--- src/rtl/core/mfm_pkg.sv ---
`timescale 1ns / 1ps
// mfm_pkg: shared types, constants and helper functions of the mfm track formatter.
// No dependencies; used by mfm_front, mfm_back and mfm_track_formatter.
package mfm_pkg;

  localparam int unsigned CURSOR_BITS = 25;
  localparam int unsigned TrackBits   = 24;
  localparam int unsigned GapBits     = 16;
  localparam int unsigned AdvBits     = GapBits + 1;
  localparam int unsigned CmpBits     = (CURSOR_BITS > TrackBits) ? CURSOR_BITS : TrackBits;
  localparam int unsigned CfgIdxBits  = 3;
  localparam int unsigned QueueDepth  = 2;
  localparam int unsigned QPtrBits    = $clog2(QueueDepth);
  localparam int unsigned QCntBits    = $clog2(QueueDepth + 1);
  localparam int unsigned InDataBits  = 24;
  localparam int unsigned OutDataBits = 96;

  typedef enum logic [1:0] {
    CMD_START  = 2'd0,
    CMD_HEADER = 2'd1,
    CMD_DATA   = 2'd2,
    CMD_END    = 2'd3
  } cmd_e;

  typedef enum logic [2:0] {
    CFG_HEADER_MARKER = 3'd0,
    CFG_DATA_MARKER   = 3'd1,
    CFG_GAP1_PAIRS    = 3'd2,
    CFG_GAP3_PAIRS    = 3'd3,
    CFG_GAP4_PAIRS    = 3'd4,
    CFG_TRACK_CELLS   = 3'd5
  } cfg_idx_e;

  typedef enum logic [2:0] {
    PH_START,
    PH_HMARK,
    PH_HDR,
    PH_GAP3,
    PH_DMARK,
    PH_ODD
  } phase_e;

  // one classified input word as it waits in the queue
  typedef struct packed {
    cmd_e       cmd;
    logic [7:0] b0;
    logic [7:0] sec;
    logic [7:0] chk;
    logic [7:0] dbyte;
    logic       last;
  } job_t;

  typedef struct packed {
    logic        kind;
    logic [63:0] cells;
    logic [6:0]  count;
    logic [23:0] pairs;
    logic        ovr;
    logic        last;
  } result_t;

  typedef struct packed {
    logic          we;
    cfg_idx_e      idx;
    logic [63:0]   data;
  } cfg_wr_t;

  // mfm: each data bit goes out as clock then data, clock = nor of neighbor data bits
  function automatic logic [15:0] mfm16(logic prev, logic [7:0] byte_in);
    logic [15:0] r;
    logic [8:0]  d;
    r = '0;
    d = {prev, byte_in};
    for (int i = 0; i < 8; i++) begin
      r[2*i+1] = ~(d[i+1] | d[i]);
      r[2*i]   = d[i];
    end
    return r;
  endfunction

  function automatic logic [CURSOR_BITS-1:0] cursor_add(logic [CURSOR_BITS-1:0] cur,
                                                        logic [AdvBits-1:0] n);
    logic [CURSOR_BITS:0] s;
    s = {1'b0, cur} + (CURSOR_BITS + 1)'(n);
    return s[CURSOR_BITS] ? '1 : s[CURSOR_BITS-1:0];
  endfunction

endpackage

--- src/rtl/core/mfm_front.sv ---
`timescale 1ns / 1ps
// mfm_front: accepts input words, works out the header bytes and queues jobs.
// Depends on mfm_pkg.
module mfm_front (
  input  logic                      clk_i,
  input  logic                      rst_ni,
  input  logic                      in_valid_i,
  output logic                      in_ready_o,
  input  mfm_pkg::cmd_e             in_cmd_i,
  input  logic [6:0]                in_track_i,
  input  logic                      in_side_i,
  input  logic [7:0]                in_sector_i,
  input  logic [7:0]                in_byte_i,
  input  logic                      in_last_i,
  output logic                      job_valid_o,
  output mfm_pkg::job_t             job_o,
  input  logic                      job_pop_i
);
  import mfm_pkg::*;

  job_t                 mem_q [QueueDepth];
  logic [QPtrBits-1:0]  wr_ptr_q, rd_ptr_q;
  logic [QCntBits-1:0]  cnt_q, cnt_d;
  job_t                 job_new;
  logic                 push, pop;

  always_comb begin
    job_new.cmd   = in_cmd_i;
    job_new.b0    = {in_track_i, in_side_i};
    job_new.sec   = in_sector_i;
    // header check byte: inverted sum of the first three header bytes
    job_new.chk   = ~(job_new.b0 + 8'd1 + in_sector_i);
    job_new.dbyte = in_byte_i;
    job_new.last  = in_last_i;
  end

  assign in_ready_o  = (cnt_q != QCntBits'(QueueDepth));
  assign job_valid_o = (cnt_q != '0);
  assign job_o       = mem_q[rd_ptr_q];
  assign push        = in_valid_i & in_ready_o;
  assign pop         = job_pop_i & job_valid_o;

  always_comb begin
    cnt_d = cnt_q;
    if (push && !pop) begin
      cnt_d = cnt_q + 1'b1;
    end else if (pop && !push) begin
      cnt_d = cnt_q - 1'b1;
    end
  end

  always_ff @(posedge clk_i or negedge rst_ni) begin
    if (!rst_ni) begin
      wr_ptr_q <= '0;
      rd_ptr_q <= '0;
      cnt_q    <= '0;
    end else begin
      cnt_q <= cnt_d;
      if (push) begin
        wr_ptr_q <= (wr_ptr_q == QPtrBits'(QueueDepth - 1)) ? '0 : wr_ptr_q + 1'b1;
      end
      if (pop) begin
        rd_ptr_q <= (rd_ptr_q == QPtrBits'(QueueDepth - 1)) ? '0 : rd_ptr_q + 1'b1;
      end
    end
  end

  always_ff @(posedge clk_i) begin
    if (push) begin
      mem_q[wr_ptr_q] <= job_new;
    end
  end

endmodule

--- src/rtl/core/mfm_back.sv ---
`timescale 1ns / 1ps
// mfm_back: configuration registers, track state and the result sequencer.
// Depends on mfm_pkg; takes jobs from mfm_front.
module mfm_back (
  input  logic                clk_i,
  input  logic                rst_ni,
  input  mfm_pkg::cfg_wr_t    cfg_i,
  input  logic                job_valid_i,
  input  mfm_pkg::job_t       job_i,
  output logic                job_pop_o,
  output logic                out_valid_o,
  input  logic                out_ready_i,
  output mfm_pkg::result_t    out_o
);
  import mfm_pkg::*;

  logic [63:0]            hmark_q, dmark_q;
  logic [GapBits-1:0]     gap1_q, gap3_q, gap4_q;
  logic [TrackBits-1:0]   track_q;

  logic [CURSOR_BITS-1:0] cursor_q, cursor_d;
  logic                   prev_q, prev_d;
  logic                   first_q, first_d;
  logic [7:0]             sum_q, sum_d;
  phase_e                 phase_q, phase_d;

  result_t                res, out_q;
  logic                   out_valid_q;
  logic                   adv;

  logic [CmpBits-1:0]     cur_ext, trk_ext;
  logic                   ovr;
  logic [TrackBits-1:0]   rest;
  logic [7:0]             dsum;
  logic [7:0]             dsum_n;
  logic [15:0]            enc0, enc1;
  logic [63:0]            hdr_cells;

  assign adv       = job_valid_i & (~out_valid_q | out_ready_i);
  assign job_pop_o = adv & res.last;

  // end of track: compare and remainder
  assign cur_ext = CmpBits'(cursor_q);
  assign trk_ext = CmpBits'(track_q);
  assign ovr     = cur_ext > trk_ext;
  assign rest    = ovr ? '0 : TrackBits'(trk_ext - cur_ext);

  // data byte and running checksum
  assign dsum   = sum_q + job_i.dbyte;
  assign dsum_n = ~dsum;
  assign enc0   = mfm16(prev_q, job_i.dbyte);
  assign enc1   = mfm16(job_i.dbyte[0], dsum_n);

  // header field, previous bit comes from the header marker
  assign hdr_cells = {mfm16(prev_q, job_i.b0),
                      mfm16(job_i.b0[0], 8'd1),
                      mfm16(1'b1, job_i.sec),
                      mfm16(job_i.sec[0], job_i.chk)};

  // next phase
  always_comb begin
    phase_d = phase_q;
    if (adv) begin
      unique case (phase_q)
        PH_START: begin
          unique case (job_i.cmd)
            CMD_HEADER: phase_d = first_q ? PH_HDR : PH_HMARK;
            CMD_END:    phase_d = rest[0] ? PH_ODD : PH_START;
            default:    phase_d = PH_START;
          endcase
        end
        PH_HMARK: phase_d = PH_HDR;
        PH_HDR:   phase_d = PH_GAP3;
        PH_GAP3:  phase_d = PH_DMARK;
        PH_DMARK: phase_d = PH_START;
        PH_ODD:   phase_d = PH_START;
        default:  phase_d = PH_START;
      endcase
    end
  end

  // result and state update for the current phase
  always_comb begin
    res      = '0;
    cursor_d = cursor_q;
    prev_d   = prev_q;
    first_d  = first_q;
    sum_d    = sum_q;
    unique case (phase_q)
      PH_START: begin
        unique case (job_i.cmd)
          CMD_START: begin
            res.kind  = 1'b1;
            res.pairs = 24'(gap1_q);
            res.last  = 1'b1;
            cursor_d  = cursor_add('0, {gap1_q, 1'b0});
            prev_d    = 1'b0;
            first_d   = 1'b1;
            sum_d     = '0;
          end
          CMD_HEADER: begin
            first_d = 1'b0;
            sum_d   = '0;
            if (first_q) begin
              res.cells = hmark_q;
              res.count = 7'd64;
              cursor_d  = cursor_add(cursor_q, AdvBits'(64));
              prev_d    = hmark_q[0];
            end else begin
              res.kind  = 1'b1;
              res.pairs = 24'(gap4_q);
              cursor_d  = cursor_add(cursor_q, {gap4_q, 1'b0});
              if (gap4_q != '0) begin
                prev_d = 1'b0;
              end
            end
          end
          CMD_DATA: begin
            res.last = 1'b1;
            if (job_i.last) begin
              res.cells = {32'd0, enc0, enc1};
              res.count = 7'd32;
              cursor_d  = cursor_add(cursor_q, AdvBits'(32));
              prev_d    = dsum_n[0];
              sum_d     = '0;
            end else begin
              res.cells = {48'd0, enc0};
              res.count = 7'd16;
              cursor_d  = cursor_add(cursor_q, AdvBits'(16));
              prev_d    = job_i.dbyte[0];
              sum_d     = dsum;
            end
          end
          CMD_END: begin
            res.kind  = 1'b1;
            res.pairs = {1'b0, rest[TrackBits-1:1]};
            res.ovr   = ovr;
            res.last  = ~rest[0];
            cursor_d  = ovr ? cursor_q : CURSOR_BITS'(trk_ext);
            prev_d    = 1'b0;
          end
          default: ;
        endcase
      end
      PH_HMARK: begin
        res.cells = hmark_q;
        res.count = 7'd64;
        cursor_d  = cursor_add(cursor_q, AdvBits'(64));
        prev_d    = hmark_q[0];
      end
      PH_HDR: begin
        res.cells = hdr_cells;
        res.count = 7'd64;
        cursor_d  = cursor_add(cursor_q, AdvBits'(64));
        prev_d    = job_i.chk[0];
      end
      PH_GAP3: begin
        res.kind  = 1'b1;
        res.pairs = 24'(gap3_q);
        cursor_d  = cursor_add(cursor_q, {gap3_q, 1'b0});
        if (gap3_q != '0) begin
          prev_d = 1'b0;
        end
      end
      PH_DMARK: begin
        res.cells = dmark_q;
        res.count = 7'd64;
        res.last  = 1'b1;
        cursor_d  = cursor_add(cursor_q, AdvBits'(64));
        prev_d    = dmark_q[0];
      end
      PH_ODD: begin
        // odd leftover cell at the end of the track
        res.cells = 64'd1;
        res.count = 7'd1;
        res.last  = 1'b1;
      end
      default: ;
    endcase
  end

  always_ff @(posedge clk_i or negedge rst_ni) begin
    if (!rst_ni) begin
      hmark_q <= '0;
      dmark_q <= '0;
      gap1_q  <= '0;
      gap3_q  <= '0;
      gap4_q  <= '0;
      track_q <= '0;
    end else if (cfg_i.we) begin
      unique case (cfg_i.idx)
        CFG_HEADER_MARKER: hmark_q <= cfg_i.data;
        CFG_DATA_MARKER:   dmark_q <= cfg_i.data;
        CFG_GAP1_PAIRS:    gap1_q  <= cfg_i.data[GapBits-1:0];
        CFG_GAP3_PAIRS:    gap3_q  <= cfg_i.data[GapBits-1:0];
        CFG_GAP4_PAIRS:    gap4_q  <= cfg_i.data[GapBits-1:0];
        CFG_TRACK_CELLS:   track_q <= cfg_i.data[TrackBits-1:0];
        default: ;
      endcase
    end
  end

  always_ff @(posedge clk_i or negedge rst_ni) begin
    if (!rst_ni) begin
      cursor_q    <= '0;
      prev_q      <= 1'b0;
      first_q     <= 1'b1;
      sum_q       <= '0;
      phase_q     <= PH_START;
      out_valid_q <= 1'b0;
    end else begin
      phase_q <= phase_d;
      if (adv) begin
        cursor_q    <= cursor_d;
        prev_q      <= prev_d;
        first_q     <= first_d;
        sum_q       <= sum_d;
        out_valid_q <= 1'b1;
      end else if (out_ready_i) begin
        out_valid_q <= 1'b0;
      end
    end
  end

  always_ff @(posedge clk_i) begin
    if (adv) begin
      out_q <= res;
    end
  end

  assign out_valid_o = out_valid_q;
  assign out_o       = out_q;

endmodule

--- src/rtl/core/mfm_track_formatter.sv ---
`timescale 1ns / 1ps
// mfm_track_formatter: top level of the mfm floppy track builder.
// Depends on mfm_pkg, mfm_front and mfm_back.
//
// Usage: write the six track registers on the cfg port while the block is idle
// (index 0 header marker, 1 data marker, 2..4 gap pair counts, 5 track length).
// Send commands on the s_axis channel: start track, sector header, data byte
// (tlast on the final payload byte), end track. Each word yields one to five
// result words on m_axis: literal raw cells or a run of filler pairs, with
// tlast on the last result of a command.
// A word accepted on an empty block is written to the job queue, and the back end
// builds its first result into the output register. With the receiver ready,
// results flow at one word per cycle; data bytes stream at one per cycle, a header
// gives four or five result words and an odd end of track two. The single result
// register of the back end sets the rate; it takes jobs from a two-entry queue.
// Reset empties the queue, drops the output valid and clears the registers and the
// track state. When the receiver stalls, the pending result holds, the back end
// pauses and the front keeps accepting until the job queue is full.
module mfm_track_formatter (
  input  logic                              clk_i,
  input  logic                              rst_ni,
  input  logic                              cfg_we_i,
  input  logic [mfm_pkg::CfgIdxBits-1:0]    cfg_index_i,
  input  logic [63:0]                       cfg_data_i,
  input  logic                              s_axis_tvalid,
  output logic                              s_axis_tready,
  // track_number[6:0], side[7], sector_number[15:8], data_byte[23:16]
  input  logic [mfm_pkg::InDataBits-1:0]    s_axis_tdata,
  // cmd[1:0]
  input  logic [1:0]                        s_axis_tuser,
  input  logic                              s_axis_tlast,
  output logic                              m_axis_tvalid,
  input  logic                              m_axis_tready,
  // cells[63:0], cell_count[70:64], run_pairs[94:71], overrun[95]
  output logic [mfm_pkg::OutDataBits-1:0]   m_axis_tdata,
  // kind[0]
  output logic                              m_axis_tuser,
  output logic                              m_axis_tlast
);
  import mfm_pkg::*;

  cfg_wr_t  cfg;
  job_t     job;
  logic     job_valid, job_pop;
  result_t  res;

  assign cfg.we   = cfg_we_i;
  assign cfg.idx  = cfg_idx_e'(cfg_index_i);
  assign cfg.data = cfg_data_i;

  mfm_front u_front (
    .clk_i       (clk_i),
    .rst_ni      (rst_ni),
    .in_valid_i  (s_axis_tvalid),
    .in_ready_o  (s_axis_tready),
    .in_cmd_i    (cmd_e'(s_axis_tuser)),
    .in_track_i  (s_axis_tdata[6:0]),
    .in_side_i   (s_axis_tdata[7]),
    .in_sector_i (s_axis_tdata[15:8]),
    .in_byte_i   (s_axis_tdata[23:16]),
    .in_last_i   (s_axis_tlast),
    .job_valid_o (job_valid),
    .job_o       (job),
    .job_pop_i   (job_pop)
  );

  mfm_back u_back (
    .clk_i       (clk_i),
    .rst_ni      (rst_ni),
    .cfg_i       (cfg),
    .job_valid_i (job_valid),
    .job_i       (job),
    .job_pop_o   (job_pop),
    .out_valid_o (m_axis_tvalid),
    .out_ready_i (m_axis_tready),
    .out_o       (res)
  );

  assign m_axis_tdata = {res.ovr, res.pairs, res.count, res.cells};
  assign m_axis_tuser = res.kind;
  assign m_axis_tlast = res.last;

endmodule

--- config.mk ---
export PLATFORM = sky130hd
export DESIGN_NAME = mfm_track_formatter
export DESIGN_NICKNAME = d
export VERILOG_FILES = /design/src/rtl/core/mfm_pkg.sv /design/src/rtl/core/mfm_front.sv /design/src/rtl/core/mfm_back.sv /design/src/rtl/core/mfm_track_formatter.sv
export SDC_FILE = /design/constraint.sdc
export NUM_CORES = 1
export LEC_CHECK = 0
export BUFFER_PORTS_ARGS = -buffer_cell sky130_fd_sc_hd__buf_4
export CORE_MARGIN = 2
export CORE_UTILIZATION = 27
export CTS_BUF_LIST = sky130_fd_sc_hd__clkbuf_8
export CTS_CLUSTER_DIAMETER = 40
export DETAILED_ROUTE_END_ITERATION = 7
export PLACE_DENSITY = 0.41
export SETUP_SLACK_MARGIN = 0.05
export SLEW_MARGIN = 20
export SYNTH_ARGS = -nofsm -noshare
export SYNTH_HDL_FRONTEND = slang
export SYNTH_SLANG_ARGS = --single-unit
--- constraint.sdc ---
create_clock -name clk_i -period 6 [get_ports clk_i]
set_clock_uncertainty 0.05 [all_clocks]
set_input_delay 0.9 -clock clk_i [delete_from_list [all_inputs] [get_ports clk_i]]
set_output_delay 0.9 -clock clk_i [all_outputs]
set_load 0.01 [all_outputs]
==> impl_metrics.tcl, run 1 <==
set metrics [dict create \
    dr.pass1.iters 8 \
    finalCriticalPeriod_ns 4.32 \
    synthCells 2099 \
    stdcell_area_sq_um 27800 \
    grt_max_degree 97 \
    post_dp_cell_area_sq_um 25900 \
    critPathLaunch "u_front.rd_ptr_q$_DFFE_PN0P_" \
    synthMuxAreaShare_pct 11.9 \
    cts-htree-levels 3 \
    regArea_sq_um 11000 \
    ioPinCount 199 \
    maxCapViolCount 0 \
    port_buffers 194 \
    slew_headroom_pct 25.9 \
    std_cell_rows 107 \
    dp_hpwl_um 68500 \
    cts_root_buffer "clkbuf_8" \
    r2r-end "u_back.cur_ext[20]$_DFFE_PN0P_" \
    die_h_um 296 \
    end_kind "flop" \
    drt_iter0_drc 1756 \
    clk_path_buf_depth 3 \
    p_per_area_nw_per_um2 573 \
    leakagePower_nw 11.3 \
    holdWs_ns 0.154 \
    irDropWorstVdd_mv 0.225 \
    die_w_um 296 \
    synth_area_sq_um 23100 \
    wl_um 94800 \
    gr-total-overflow 0 \
    yosys.area_share.xor_xnor_pct 2.92 \
    vias 19102 \
    worstPathMaxFanout 14 \
    place_ws_ns 1.83 \
    layout_common_cells "dfrtp_1 (241), buf_4 (232), mux2_2 (222), edfxtp_1 (164), o21ai_0 (131)" \
    setup_viol 0 \
    grt_pass1_vias 19223 \
    layout.nets 2516 \
    crit_path_start_kind "flop" \
    cp.required_ns 6.54 \
    layout_commonest_cell "dfrtp_1" \
    cts.reportedPaths.clkPinSlew_ns 0.05 \
    slew_violations 0 \
    cts_tree "built" \
    arrival_ns 4.86 \
    fin_crit_sh_pct 72.0 \
    drive_above_1_share_pct 26.6 \
    synth_ff_type "dfrtp_1" \
    initial_core_util_pct 27.2 \
    clock_sinks 407 \
    finalSetupTns_ns 0 \
    criticalPathCategory "reg -> reg" \
    grt_setup_unrepaired "false" \
    via_per_inst 5.41 \
    multi_input_area_sq_um 11300 \
    synth_edf_count 164 \
    reg2reg_from "u_front.rd_ptr_q$_DFFE_PN0P_" \
    synthAdderAreaFrac_pct 6.02 \
    synth_top_family_by_area "compound AO/OA/AOI/OAI gates" \
    worstMarginPinSlew_ns 1.11 \
    fillers 8755 \
    place_congestion 0.921 \
    cts_resized 0 \
    antenna_found_initial 8 \
    fmax_mhz 232 \
    track_usage_pct 21.3 \
    cts_made_buffers 89 \
    drc 0 \
    clk_latency_ns 0.73 \
    post_cts_buffers 0 \
    ys_types 87 \
    grt_pass1_wl_um 136000 \
    power.total_mw 15.9 \
    ys_warn_count 0 \
    core_area_sq_um 84900 \
    cts_hold_buffers 0 \
    yosys_register_bits 407 \
    yosysSeqAreaShare_pct 47.7 \
    synth-simple-area-share_pct 9.94 \
    synth.avg_cell_area_sq_um 11.0 \
    synth_compound_area_share_pct 17.9 \
    min_path_type "in -> async" \
    synthArstFlopShare_pct 59.7 \
    r2r_cells 10 \
    avgRoutedWirePerCell_um 26.8 \
    postRouteAntennaNets 0 \
    fp.dieArea_sq_um 87800 \
    status "finished clean" \
    final-hold-violation-count 0 \
    setup_ws_ns 1.68 \
    reg2reg_slack_ns 1.68 \
    area_growth_pct 20.5 \
]
routing by layer:
metal	wire length, um	track usage, %	vias to the layer above
li1	-	-	8457
met1	41700	28.6	9789
met2	45400	35.1	711
met3	5470	3.52	145
met4	2300	6.02	0
met5	0	0	-
Yosys cell counts (8+ instances only):
master	n	area, sq um
o31ai_1	19	143
nand2b_1	21	131
a22o_1	15	131
nor3_1	36	180
a31oi_1	29	181
nor2_1	106	398
o21bai_1	8	60.1
o22ai_1	11	68.8
a221oi_1	9	78.8
o21ai_0	132	661
nand2_1	129	484
and3_1	14	87.6
clkbuf_1	82	308
ha_1	103	1290
o211ai_1	28	210
or3_1	8	50.1
mux2_2	222	2500
or2_2	8	50.1
buf_2	22	110
edfxtp_1	164	4920
a22oi_1	24	180
a21o_1	26	195
inv_1	82	308
xnor2_1	43	377
nor2b_1	12	75.1
a222oi_1	29	290
a21oi_1	120	601
dfrtp_1	242	6060
nor4_1	14	87.6
and4_1	11	96.3
mux2i_1	23	230
o221ai_1	22	193
nand3_1	50	250
o21a_1	12	90.1
a221o_1	28	280
xor2_1	34	298
a211oi_1	12	90.1
nand4_1	20	125
worst max-delay path, stage by stage (launching register included):
cell	delay, ns
dfrtp_2	0.38
mux2i_1	0.53
inv_1	0.20
ha_1	0.51
inv_1	0.60
a2111oi_0	0.21
a32oi_1	0.24
nand2_2	0.13
nor3_2	0.87
nand3_1	0.17
o221a_2	0.30
worst max path at each step:
stage / end / slack [ns] / cells past startpoint
floorplan: u_back.cur_ext[8]$_DFFE_PN0P_ / 1.43 / 8
CTS: u_back.cur_ext[20]$_DFFE_PN0P_ / 1.82 / 10
global route: u_back.cur_ext[20]$_DFFE_PN0P_ / 1.43 / 10
detailed placement: u_back.cur_ext[20]$_DFFE_PN0P_ / 1.83 / 10
global placement: u_front.cnt_q[1]$_DFFE_PN0P_ / 1.82 / 14
finish: u_back.cur_ext[20]$_DFFE_PN0P_ / 1.68 / 10
through the flow:
stage	utilization, %	std cells
2_1_floorplan	-	2102
3_3_place_gp	30.4	3360
3_5_place_dp	30.5	3361
4_1_cts	32.7	3529
5_1_grt	32.7	3533
6_report	32.7	3533
layout make-up:
cell class,count,area share [%]
repair buffers,236,6.53
clock buffers,96,4.75
flip-flops and latches,407,39.6
diodes,3,0.0270
well taps,1144,5.15
multi-input cells,1492,40.7
inverters,83,1.13
clock inverters,72,2.08
flip-flops by register name (all words and copies together), names as in the netlist, 2 cells and up:
name            cells
u_back.track_q     24
u_back.sum_q        8
u_back.phase_q      3
u_back.gap3_q      16
u_front.mem_q      70
u_front.cnt_q       2
u_back.out_o       94
u_back.cur_ext     25
u_back.dmark_q     64
u_back.gap1_q      16
u_back.gap4_q      16
u_back.hmark_q     64
cells by family (layout without fill, tap and decap cells):
kind of cell / Yosys count / count (layout)
AOI/OAI and AO/OA: 596 / 596
and+or+nand+nor: 461 / 461
DFF: 407 / 407
muxes: 246 / 246
buffers and inverters: 203 / 487
adders and majority gates: 108 / 108
xor gates and xnor gates: 77 / 77
other: 1 / 7
power by group:
group	internal, mW	switching (mW)	leakage (nW)	total [mW]
clock	1.78	1.43	1.08	3.21
combinational	2.85	5.09	5.72	7.94
sequential	3.98	0.791	4.52	4.77
total	8.61	7.31	11.3	15.9
(Power assumes the default switching activity.)
==> run 2, diff against run 1 <==
==> constraint.sdc (replaced) <==
create_clock -name clk_i -period 4 [get_ports clk_i]
set_clock_uncertainty 0.05 [all_clocks]
set_input_delay 0.6 -clock clk_i [delete_from_list [all_inputs] [get_ports clk_i]]
set_output_delay 0.6 -clock clk_i [all_outputs]
set_load 0.01 [all_outputs]
==> impl_metrics.tcl, run 2 (synthesized netlist as in run 1, its figures left out) <==
set metrics [dict create \
    layout_common_cells "buf_4 (316), dfrtp_1 (241), mux2_2 (222), edfxtp_1 (164), o21ai_0 (132)" \
    reg2reg_slack_ns 0.27 \
    gr-total-overflow 0 \
    drive_above_1_share_pct 29.2 \
    fmax_mhz 268 \
    critPathMaxStageDelay_ns 0.64 \
    cts_tree "built" \
    clk_latency_ns 0.70 \
    finalSetupTns_ns 0 \
    status "finished clean" \
    p_per_area_nw_per_um2 874 \
    regArea_sq_um 11000 \
    antenna_found_initial 2 \
    busiest_layer "met2" \
    cp.required_ns 4.51 \
    cts_root_buffer "clkbuf_8" \
    drc 0 \
    path_cells "ha_1 > a21oi_1 > o21ai_0 > a21oi_1 > a21oi_1 > a21oi_2 > buf_4 > o211ai_1 > a32o_1 > o32a_1" \
    ioPinCount 199 \
    cts-htree-levels 3 \
    slew_violations 0 \
    track_usage_pct 21.9 \
    wl_um 97900 \
    min_path_type "in -> reg" \
    fillers 8662 \
    cp_common_cell "a21oi_1" \
    via_per_inst 5.33 \
    slew_headroom_pct 35.8 \
    multi_input_area_sq_um 11300 \
    port_buffers 194 \
    critical_path_buf_inv_count 1 \
    cts_made_buffers 91 \
    fp.dieArea_sq_um 87800 \
    crit_slowest_cell "dfrtp_1" \
    post_cts_buffers 0 \
    place_congestion 1.00 \
    end_kind "flop" \
    grt_pass1_wl_um 140000 \
    final-hold-violation-count 0 \
    layout_commonest_cell "buf_4" \
    use_met2_pct 34.7 \
    vias 19436 \
    initial_core_util_pct 27.2 \
    area_growth_pct 25.8 \
    grt_util_met3_pct 4.12 \
    irDropWorstVdd_mv 0.394 \
    maxCapViolCount 0 \
    layout.nets 2628 \
    leakagePower_nw 12.0 \
    grt_setup_unrepaired "false" \
    cts.reportedPaths.clkPinSlew_ns 0.06 \
    setup_viol 0 \
    worstMarginPinSlew_ns 0.955 \
    clock_sinks 407 \
    postRouteAntennaNets 0 \
    die_h_um 296 \
    finalCriticalPeriod_ns 3.73 \
    largest_reg_flops 94 \
    criticalPathCategory "reg -> reg" \
    arrival_ns 4.24 \
    core_area_sq_um 84900 \
    drt_iter0_drc 1772 \
    fin_crit_sh_pct 93.2 \
    grt_pass1_vias 19289 \
    worstPathMaxFanout 8 \
    grt_max_degree 84 \
    clk_path_buf_depth 3 \
    avgRoutedWirePerCell_um 26.9 \
    die_w_um 296 \
    dr.pass1.iters 6 \
    std_cell_rows 107 \
    post_dp_cell_area_sq_um 26600 \
    grtUsageMet1_pct 30.6 \
    stdcell_area_sq_um 29000 \
    crit_family "compound AO/OA/AOI/OAI gates" \
    dp_hpwl_um 73200 \
    crit_path_start_kind "flop" \
]
==> run 2: per-stage QoR <==
step / hold slack (ns) / std cells / power (mW) / setup WS (ns) / util (%)
6_report: 0.0722 / 3645 / 25.4 / 0.273 / 34.2
5_1_grt: 0.0171 / 3645 / 26.7 / 0.0763 / 34.2
4_1_cts: 0.00203 / 3644 / 25.4 / 0.232 / 34.2
3_5_place_dp: 0.434 / 3450 / 19.7 / 0.234 / 31.3
3_3_place_gp: 0.420 / 3449 / 19.7 / 0.223 / 31.3
2_1_floorplan: 0.254 / 2102 / 14.0 / 0.507 / -
==> run 2: worst paths after layout <==
kind / endpoint / depth (start not counted) / start
worst max-delay path: u_back.cur_ext[15]$_DFFE_PN0P_ / 10 / u_back.gap4_q[15]$_DFFE_PN0P_
worst min-delay path: u_front.mem_q[0][3]$_DFFE_PP_ / 1 / s_axis_tdata[18]
worst max register to register: u_back.cur_ext[15]$_DFFE_PN0P_ / 10 / u_back.gap4_q[15]$_DFFE_PN0P_
worst min register to register: u_back.sum_q[6]$_DFFE_PN0P_ / 2 / u_back.sum_q[6]$_DFFE_PN0P_
max in group asynchronous: u_back.gap1_q[0]$_DFFE_PN0P_ / 3 / rst_ni
min in group asynchronous: u_back.cur_ext[20]$_DFFE_PN0P_ / 2 / rst_ni
==> run 2: timing repair <==
action	in CTS	in global routing
hold endpoints to repair	121	0
setup endpoints to repair	0	6
hold buffers	22	0
resized for setup	0	2
==> run 2: per-layer routing <==
layer	share of wire (%)	routed length (um)
met4	2.3	2290
met3	6.2	6060
met1	45	44200
met5	0	0
met2	46	45300
==> run 2: cell type report <==
| type | count | share of cell area [%] |
|---|---|---|
| clock buffer | 101 | 4.79 |
| timing repair buffer | 346 | 9.50 |
| inverter | 83 | 1.09 |
| multi-input combinational | 1492 | 39.0 |
| antenna | 1 | 0.00863 |
| sequential | 407 | 37.9 |
| tap | 1144 | 4.93 |
| clock inverter | 71 | 2.73 |
==> run 2: worst reg2reg max path, cell delays in order (launching register included) <==
cell,delay (ns)
dfrtp_1,0.64
ha_1,0.40
a21oi_1,0.18
o21ai_0,0.23
a21oi_1,0.43
a21oi_1,0.17
a21oi_2,0.58
buf_4,0.28
o211ai_1,0.10
a32o_1,0.26
o32a_1,0.29
==> run 2: where the power goes <==
group          internal, mW  total [mW]  switching (mW)
combinational          4.75        12.7            7.94
sequential             5.98        7.10            1.13
clock                  3.41        5.57            2.17
